--- src/hdl/u8u16_pkg.sv ---
`timescale 1ns / 1ps
`default_nettype none

package u8u16_pkg;

    // Width of a Unicode scalar value up to U+10FFFF.
    localparam int CODE_W = 21;
    // Result words (16 bits each) that one input byte can cause.
    localparam int SLOTS  = 3;

    localparam logic [15:0]       BOM_WORD    = 16'hFEFF;
    localparam logic [CODE_W-1:0] MAX_CODE    = 21'h10FFFF;
    localparam logic [5:0]        HI_SURR_TAG = 6'b110110;
    localparam logic [5:0]        LO_SURR_TAG = 6'b110111;
    localparam logic [4:0]        SURR_TOP5   = 5'b11011;

    typedef struct packed {
        logic [7:0] in_byte;
        logic       first_of_string;
        logic       last_of_string;
    } t_in_item;

    typedef struct packed {
        logic [7:0] out_byte;
        logic       run_last;
    } t_out_item;

    // Words of one encoded code point: none, one, or a surrogate pair.
    typedef struct packed {
        logic [1:0]       cnt;
        logic [1:0][15:0] word;
    } t_code_words;

    // Everything one input byte produces, in order, word 0 first.
    typedef struct packed {
        logic [1:0]             words;
        logic [SLOTS-1:0][15:0] word;
    } t_emit;

    // Encodes a code point as UTF-16. Out-of-range values and lone
    // surrogate values give no words.
    function automatic t_code_words encode_code(input logic [CODE_W-1:0] cp,
                                                input logic over);
        t_code_words r;
        logic [19:0] v;
        r = '0;
        v = cp[19:0] - 20'h10000;
        if (over) begin
            r.cnt = 2'd0;
        end else if (cp[CODE_W-1:16] != '0) begin
            r.cnt     = 2'd2;
            r.word[0] = {HI_SURR_TAG, v[19:10]};
            r.word[1] = {LO_SURR_TAG, v[9:0]};
        end else if (cp[15:11] == SURR_TOP5) begin
            r.cnt = 2'd0;
        end else begin
            r.cnt     = 2'd1;
            r.word[0] = cp[15:0];
        end
        return r;
    endfunction

endpackage

`default_nettype wire

--- src/hdl/utf8_to_utf16be_transcoder.sv ---
`timescale 1ns / 1ps
`default_nettype none

// UTF-8 to UTF-16BE transcoder. UTF-8 bytes arrive one per transfer, framed
// by first and last markers, and big-endian UTF-16 bytes leave one per
// transfer; each string opens with the order mark FE FF, code points above
// U+FFFF become surrogate pairs, and code points beyond U+10FFFF or inside
// the surrogate range are dropped without notice. A code point is written
// out when the following lead byte arrives or when the string ends, and
// run_last marks the final output byte caused by one input byte. The output
// side is byte wide and moves one byte per cycle while i_out_ready is high;
// an input byte causes 0 to 6 output bytes: two for a typical character and
// four for a surrogate pair, with two more on the first byte of a string
// for the order mark. An input register in front of the six-byte result
// buffer lets the next byte be taken while the current results drain; an
// input byte's results pass through that register and then the result
// buffer before they reach the output.
module utf8_to_utf16be_transcoder (
    input  wire logic                 i_clk,
    input  wire logic                 i_rst_n,
    input  wire logic                 i_in_valid,
    output logic                      o_in_ready,
    input  wire u8u16_pkg::t_in_item  i_in_item,
    output logic                      o_out_valid,
    input  wire logic                 i_out_ready,
    output u8u16_pkg::t_out_item      o_out_item
);
    import u8u16_pkg::*;

    localparam int BUF_BYTES = 2 * SLOTS;

    // Input holding register.
    logic     r_in_valid;
    t_in_item r_in_item;

    // Result buffer: byte 0 is the head, r_cnt bytes are live.
    logic [BUF_BYTES-1:0][7:0] r_buf, n_buf;
    logic [2:0]                r_cnt, n_cnt;

    logic  buf_free;
    logic  advance;
    logic  take;
    t_emit emit;

    // The buffer can be refilled once its last byte is leaving.
    assign buf_free   = (r_cnt == 3'd0) || (r_cnt == 3'd1 && i_out_ready);
    assign advance    = r_in_valid && buf_free;
    assign take       = o_out_valid && i_out_ready;
    assign o_in_ready = !r_in_valid || advance;

    u8u16_decode u_decode (
        .i_clk     (i_clk),
        .i_rst_n   (i_rst_n),
        .i_advance (advance),
        .i_item    (r_in_item),
        .o_emit    (emit)
    );

    always_ff @(posedge i_clk) begin
        if (!i_rst_n) begin
            r_in_valid <= 1'b0;
        end else if (o_in_ready) begin
            r_in_valid <= i_in_valid;
        end
    end

    always_ff @(posedge i_clk) begin
        if (o_in_ready) begin
            r_in_item <= i_in_item;
        end
    end

    always_comb begin
        n_buf = r_buf;
        n_cnt = r_cnt;
        if (advance) begin
            // Every result word is two bytes, high byte first.
            n_cnt = {emit.words, 1'b0};
            for (int k = 0; k < SLOTS; k++) begin
                n_buf[2*k]   = emit.word[k][15:8];
                n_buf[2*k+1] = emit.word[k][7:0];
            end
        end else if (take) begin
            n_cnt = r_cnt - 3'd1;
            for (int k = 0; k < BUF_BYTES - 1; k++) begin
                n_buf[k] = r_buf[k+1];
            end
        end
    end

    always_ff @(posedge i_clk) begin
        if (!i_rst_n) begin
            r_cnt <= '0;
        end else begin
            r_cnt <= n_cnt;
        end
    end

    always_ff @(posedge i_clk) begin
        r_buf <= n_buf;
    end

    assign o_out_valid         = (r_cnt != 3'd0);
    assign o_out_item.out_byte = r_buf[0];
    assign o_out_item.run_last = (r_cnt == 3'd1);

    a_cnt_bound: assert property (@(posedge i_clk) disable iff (!i_rst_n)
        r_cnt <= 3'(BUF_BYTES))
        else $error("result buffer count beyond capacity");

    a_even_load: assert property (@(posedge i_clk) disable iff (!i_rst_n)
        advance |=> !r_cnt[0])
        else $error("odd number of bytes loaded into the result buffer");

    a_in_hold: assert property (@(posedge i_clk) disable iff (!i_rst_n)
        (r_in_valid && !buf_free) |=> (r_in_valid && $stable(r_in_item)))
        else $error("held input byte lost while the buffer was busy");

    a_no_gap: assert property (@(posedge i_clk) disable iff (!i_rst_n)
        (take && r_cnt != 3'd1) |=> o_out_valid)
        else $error("gap inside the output bytes of one input byte");

endmodule

`default_nettype wire

--- src/hdl/u8u16_decode.sv ---
`timescale 1ns / 1ps
`default_nettype none

module u8u16_decode (
    input  wire logic                i_clk,
    input  wire logic                i_rst_n,
    input  wire logic                i_advance,
    input  wire u8u16_pkg::t_in_item i_item,
    output u8u16_pkg::t_emit         o_emit
);
    import u8u16_pkg::*;

    // Pending code point; r_over stands for any value above U+10FFFF.
    logic [CODE_W-1:0] r_pc, n_pc;
    logic              r_over, n_over;
    logic              r_pv, n_pv;

    logic [CODE_W-1:0] pc0, pc1;
    logic              over0, over1, pv0, pv1;
    logic              cont;
    logic [CODE_W+5:0] shifted;
    t_code_words       code_a, code_c;
    logic [1:0]        nb, slot, rel, rel2;
    t_emit             emit;

    always_comb begin
        pc0     = i_item.first_of_string ? '0 : r_pc;
        over0   = i_item.first_of_string ? 1'b0 : r_over;
        pv0     = i_item.first_of_string ? 1'b0 : r_pv;
        cont    = (i_item.in_byte[7:6] == 2'b10);
        shifted = {pc0, i_item.in_byte[5:0]};
        code_a  = '0;
        code_c  = '0;
        pv1     = 1'b1;
        if (cont) begin
            if (over0) begin
                over1 = 1'b1;
                pc1   = pc0;
            end else begin
                over1 = (shifted > {6'd0, MAX_CODE});
                pc1   = shifted[CODE_W-1:0];
            end
        end else begin
            if (pv0) begin
                code_a = encode_code(pc0, over0);
            end
            over1 = 1'b0;
            if (!i_item.in_byte[7]) begin
                pc1 = {13'd0, i_item.in_byte};
            end else if (i_item.in_byte <= 8'hDF) begin
                pc1 = {16'd0, i_item.in_byte[4:0]};
            end else if (i_item.in_byte <= 8'hEF) begin
                pc1 = {17'd0, i_item.in_byte[3:0]};
            end else begin
                pc1 = {18'd0, i_item.in_byte[2:0]};
            end
        end

        if (i_item.last_of_string) begin
            code_c = encode_code(pc1, over1);
            n_pc   = '0;
            n_over = 1'b0;
            n_pv   = 1'b0;
        end else begin
            n_pc   = pc1;
            n_over = over1;
            n_pv   = pv1;
        end

        // Order mark, then the flushed code point, then the one ended by
        // the last marker.
        nb         = {1'b0, i_item.first_of_string};
        emit.words = nb + code_a.cnt + code_c.cnt;
        emit.word  = '0;
        slot       = '0;
        rel        = '0;
        rel2       = '0;
        for (int s = 0; s < SLOTS; s++) begin
            slot = 2'(s);
            rel  = slot - nb;
            rel2 = rel - code_a.cnt;
            if (slot < nb) begin
                emit.word[s] = BOM_WORD;
            end else if (rel < code_a.cnt) begin
                emit.word[s] = code_a.word[rel[0]];
            end else begin
                emit.word[s] = code_c.word[rel2[0]];
            end
        end
    end

    assign o_emit = emit;

    always_ff @(posedge i_clk) begin
        if (!i_rst_n) begin
            r_pc   <= '0;
            r_over <= 1'b0;
            r_pv   <= 1'b0;
        end else if (i_advance) begin
            r_pc   <= n_pc;
            r_over <= n_over;
            r_pv   <= n_pv;
        end
    end

    a_idle_clear: assert property (@(posedge i_clk) disable iff (!i_rst_n)
        !r_pv |-> (r_pc == '0 && !r_over))
        else $error("pending code not cleared while nothing is pending");

    a_in_range: assert property (@(posedge i_clk) disable iff (!i_rst_n)
        !r_over |-> (r_pc <= MAX_CODE))
        else $error("pending code out of range without overflow mark");

endmodule

`default_nettype wire
--- config.mk ---
export PLATFORM = sky130hd
export DESIGN_NAME = utf8_to_utf16be_transcoder
export DESIGN_NICKNAME = d
export VERILOG_FILES = /design/src/hdl/u8u16_pkg.sv /design/src/hdl/utf8_to_utf16be_transcoder.sv /design/src/hdl/u8u16_decode.sv
export SDC_FILE = /design/constraint.sdc
export NUM_CORES = 1
export LEC_CHECK = 0
export ABC_AREA = 1
export BUFFER_PORTS_ARGS = -buffer_cell sky130_fd_sc_hd__buf_2
export CORE_MARGIN = 4
export CORE_UTILIZATION = 55
export DETAILED_ROUTE_END_ITERATION = 10
export PLACE_DENSITY_LB_ADDON = 0.12
export SETUP_SLACK_MARGIN = 0.3
export SLEW_MARGIN = 20
export SYNTH_ARGS = -nofsm -noshare
export SYNTH_HDL_FRONTEND = slang
export SYNTH_SLANG_ARGS = --single-unit
--- constraint.sdc ---
create_clock -name i_clk -period 12.14 [get_ports i_clk]
set_clock_uncertainty 0.15 [all_clocks]
set_input_delay 1.821 -clock i_clk [delete_from_list [all_inputs] [get_ports i_clk]]
set_output_delay 1.821 -clock i_clk [all_outputs]
set_load 0.05 [all_outputs]
; Yosys cells after proc, flatten, opt, wreduce, memory -nomap -nowiden
; Cells that the tools add are included.
[totals]
latch_bits = 0
ram_bits = 0
rom_bits = 0
input_bits = 14
regBits = 85
output_inout_bits = 11
mem_count = 0
[op_classes]
multipliers = 0
reduce_logical = 12
n_eq_ne = 4
shift = 0
n_mux = 51
bitwise = 1
n_div = 0
n_addsub = 11
magnitude_cmp = 14
[ops]
columns = cell, count
row1 = $mux W16, 23
row2 = $mux W21, 6
row3 = $mux W34, 3
row4 = $mux W40, 2
row5 = $mux W32, 2
row6 = $sub A20 B17 Y20 const B, 2
row7 = $gt A27 B21 Y1 const B, 1
row8 = $le A8 B8 Y1 const B, 2
row9 = $lt A1 B2 Y1 const B, 6
row10 = $eq A5 B5 Y1 const B, 2
row11 = $reduce_bool A5 Y1, 2
row12 = $mux W1, 8
row13 = $mux W2, 4
row14 = $lt A2 B2 Y1, 3
row15 = $mux W3, 2
row16 = $mux W4, 1
row17 = $sub A1 B1 Y2 const A, 2
row18 = $eq A3 B1 Y1 const B, 1
row19 = $logic_and A1 B1 Y1, 3
row20 = $logic_not A3 Y1, 1
row21 = $reduce_bool A3 Y1, 1
row22 = $sub A1 B1 Y1, 3
row23 = $sub A3 B1 Y3 const B, 1
row24 = $add A1 B2 Y2, 1
row25 = 10 further kinds, 11

; Logic depth before layout (Yosys ltp)
[logic_depth]
depth_word = 15
mapped_depth = 21
depth_no_buf = 19

; By module
; A second synthesis with hierarchy kept.
[hier_totals]
cells_unflattened = 833
area_unflattened_um2 = 5905.7
[modules_own_cells]
columns = module, instances, area_per_inst_um2, cells_each
row1 = u8u16_decode, 1, 3200.6, 594
row2 = utf8_to_utf16be_transcoder, 1, 2705.1, 239

; Least setup slack after synthesis
; No wires, ideal clock.
[synth_path]
path_type = reg2reg
start = register r_cnt[0]
end = register r_cnt[1]
setup_time_ns = 0.120
synth_period_minus_slack_ns = 4.566
stages_incl_launch_ff = 8
t_arrival_ns = 4.296
path_slack_ns = 7.574
path_cell_list = dfxtp_1 -> inv_1 -> ha_1 -> nand2_1 -> o21ai_0 -> nor2_1 -> o31ai_1 -> inv_1
[synth_lines]
columns = element, line_no
row1 = start: declaration, utf8_to_utf16be_transcoder.sv:38  ; logic [2:0] r_cnt, n_cnt;
row2 = start signal: assignment, utf8_to_utf16be_transcoder.sv:95  ; r_cnt <= n_cnt;
row3 = $reduce_bool A3 Y1, utf8_to_utf16be_transcoder.sv:103  ; assign o_out_valid = (r_cnt != 3'd0);
row4 = net o_out_valid, utf8_to_utf16be_transcoder.sv:24  ; output logic o_out_valid,
row5 = $logic_and A1 B1 Y1, utf8_to_utf16be_transcoder.sv:48  ; assign take = o_out_valid && i_out_ready;
row6 = $reduce_bool A2 Y1 (no line), n/a
; The timed path passes the listed nets, and every way through them passes these cells. The select of a mux whose other input is x is not followed.
; A chain may end at the register's enable or synchronous reset.

; Final worst setup path
[layout_path]
start = input port i_out_ready
end = output port o_in_ready
[layout_via]
elab_chain_len = 4
[layout_rtl]
columns = element, line_no
row1 = start: declaration, utf8_to_utf16be_transcoder.sv:25  ; input wire logic i_out_ready,
row2 = $logic_and A1 B1 Y1, utf8_to_utf16be_transcoder.sv:46  ; assign buf_free = (r_cnt == 3'd0) || (r_cnt == 3'd1 && i_out_ready);
row3 = $logic_or A1 B1 Y1, utf8_to_utf16be_transcoder.sv:46
row4 = $logic_and A1 B1 Y1, utf8_to_utf16be_transcoder.sv:47  ; assign advance = r_in_valid && buf_free;
row5 = $logic_or A1 B1 Y1, utf8_to_utf16be_transcoder.sv:49  ; assign o_in_ready = !r_in_valid || advance;
row6 = end: declaration, utf8_to_utf16be_transcoder.sv:22  ; output logic o_in_ready,
; No other way between the ends.

==> run summary <==
Run status: completed
DR WL met3: 1.19 mm
Mux cell area share after synthesis: 0
First-pass GRT wire length: 24.3 mm
Setup TNS: 0 ns
Area added between synthesis and finish: 4.20%
Share of the synthesized area in the top cell type: 0.316
Initial DRC count: 499
CP startpoint kind: primary input
Peak Freq: 210 MHz
GRT Util Overall: 0.267
Vias: 5118
Num CTS Buffers: 9
Hold-fix buffers at CTS: 0
Largest family of logic cells by synthesized area: simple AND/OR/NAND/NOR gates
Worst Path Required: 10.17 ns
Grt ovf: 0
# setup viols final: 0
Drt via density: 5.72
CTS Sinks: 85
Die area: 11700 um2
Max incr delay on CP: 0.35 ns
Syn_nets: 789
CTS tree: done
Final Hold Viols: 0
Setup crit end kind: output pin
Total setup buffers inserted after CTS: 0
Antenna cells: 0
DRT met1 WL: 6.61 mm
Final WL: 14.7 mm
FILL cells: 922
Cts repair resizes: 0
DIE WIDTH: 108 um
# rows: 36
Max Root-Sink Buffers: 2
Measured slew at the worst slew-check pin: 0.974 ns
Clock transition at path regs: 0.08 ns
Synthesis-stage register bit count: 85
Synth Area in Adders: 0.0241
Initial Util: 0.564
Chip height: 108 um
Antenna violations before repair: 0
Post-synthesis compound-gate area fraction: 0.154
Final Slew Violations: 0
Commonest non-fill, non-tap cell in the layout: nand2_1
Layout Nets: 781
Mapped Avg Cell Area: 7.20 um2
Finished Core Util: 0.588
Metal2 WL: 6.45 mm
Core region area: 9770 um2
Final worst path period share: 0.393
Crit Path Class: primary input to output pin
VDD IR max: 0.000131 V
Xor/xnor share of the synthesized area: 0.00318
Dpl hpwl: 10.6 mm
Boundary Pins: 25
Routed Antenna Nets: 0
Vias in the first global route: 4651
Largest net degree at the start of global routing: 56
Ratio of cells with drive above 1 in the final layout: 0.0984
Clk_lat worst skew: 0.37 ns
RSZ-0062 raised after global routing: no
Post-DR wirelength/cell: 16.4 um
Static leakage: 2.45 nW
CP max stage cell: buf_2
Arr. time, crit path: 2.80 ns
Highest routed layer: met4
Mapped cell area: 5510 um2
Worst-path fanout max: 12
Power per cell area: 194 nW/um2
Worst min-delay path class: flop to flop
Number of H-tree levels: 3
Min cycle time layout: 4.77 ns
PortBufs: 24
Max-cap check violation count: 0
Synth area leader: edfxtp_1
# DRC: 0
Buf/Inv on CP: 3
Most area-consuming cells after synthesis: edfxtp_1 (32%), nand2_1 (13%), dfxtp_1 (9.8%)
Most frequent cells in the layout: nand2_1 (195), nor2_1 (102), nand3_1 (73)
Post-synthesis sequential area ratio: 0.414
Synth cell types: 37
Relative slew slack: 0.349
CP delay by family, top: buffers and inverters
Cell count after synthesis: 765
Clock root buffer: clkbuf_8
Post-synthesis simple-gate area fraction: 0.306
DR pass1 iterations: 6
Cell Chain, Critical Path: buf_2 -> nand2_1 -> nand2_1 -> inv_1 -> nand2_1 -> buf_2
Critical Path Most Common Cell: nand2_1
Synth warnings: 0
GP Congestion: 1.05
==> layer usage <==
metal / global-route usage / vias up
li1: - / 2510
met1: 0.398 / 2320
met2: 0.391 / 253
met3: 0.0394 / 35
met4: 0.106 / 0
met5: 0 / -
==> cell usage after synthesis, drive strengths merged <==
master and count:
fa 1, nand2 200, or2 5, o22a 1, dfxtp 27, edfxtp 58
clkinv 1, ha 9, o21ai 59, a22oi 14, a21oi 62, clkbuf 25
inv 70, a31oi 6, nand4 3, nand3 76, buf 23, o211ai 6
o31ai 2, xor2 2, o22ai 2, nor3 2, nor2 111
==> flip-flops by register name, summed over array words and instances (netlist names) <==
| register | flops |
|---|---|
| o_out_item | 8 |
| r_buf | 40 |
| r_cnt | 3 |
| r_in_item | 10 |
| r_in_valid | 1 |
| u_decode.r_over | 1 |
| u_decode.r_pc | 21 |
| u_decode.r_pv | 1 |
==> worst paths after layout <==
path / to / slack, ns / startpoint / depth (start not counted)
max: o_in_ready / 7.37 / i_out_ready / 6
min: u_decode.r_pc[4] / 0.32 / u_decode.r_pc[4] / 2
max reg2reg: r_buf[39] / 7.65 / r_in_item[1] / 16
min reg2reg: u_decode.r_pc[4] / 0.32 / u_decode.r_pc[4] / 2
==> tightest hold or removal path, stage by stage, from the launching register on <==
cell	delay [ns]
dfxtp_1	0.31
nand2_1	0.06
a21oi_1	0.06
==> layout make-up <==
type | instances | area [um2] | area share
tap | 133 | 166 | 0.0290
sequential | 85 | 2280 | 0.397
clock inverter | 5 | 28.8 | 0.00501
inverter | 71 | 272 | 0.0473
multi-input combinational | 561 | 2710 | 0.471
timing repair buffer | 29 | 158 | 0.0275
clock buffer | 11 | 131 | 0.0229
==> power breakdown <==
part           leakage, nW  internal, W  switching (W)
registers            0.779     0.000451      0.0000277
clock network       0.0868    0.0000734       0.000102
logic                 1.58     0.000119       0.000343
==> cell families (layout without fill, tap and decap cells) <==
group	count (synthesis)	in the layout
buffers and inverters	119	116
AOI/OAI and AO/OA	152	152
adders and majority gates	10	10
and+or+nand+nor	397	397
xor gates and xnor gates	2	2
DFF	85	85
==> stage by stage <==
| step | worst slack, ns | hold slack [ns] | cells | power [W] | cell area, um2 |
|---|---|---|---|---|---|
| 5_1_grt | 7.28 | 0.366 | 895 | 0.00119 | 5740 |
| 6_report | 7.37 | 0.324 | 895 | 0.00112 | 5740 |
| 3_5_place_dp | 7.34 | 0.315 | 879 | 0.000944 | 5580 |
| 3_3_place_gp | 7.37 | 0.305 | 879 | 0.000936 | 5580 |
| 4_1_cts | 7.33 | 0.326 | 895 | 0.00112 | 5740 |
| 2_1_floorplan | 7.57 | 0.295 | 765 | 0.000854 | 5510 |
(Power assumes the default switching activity.)
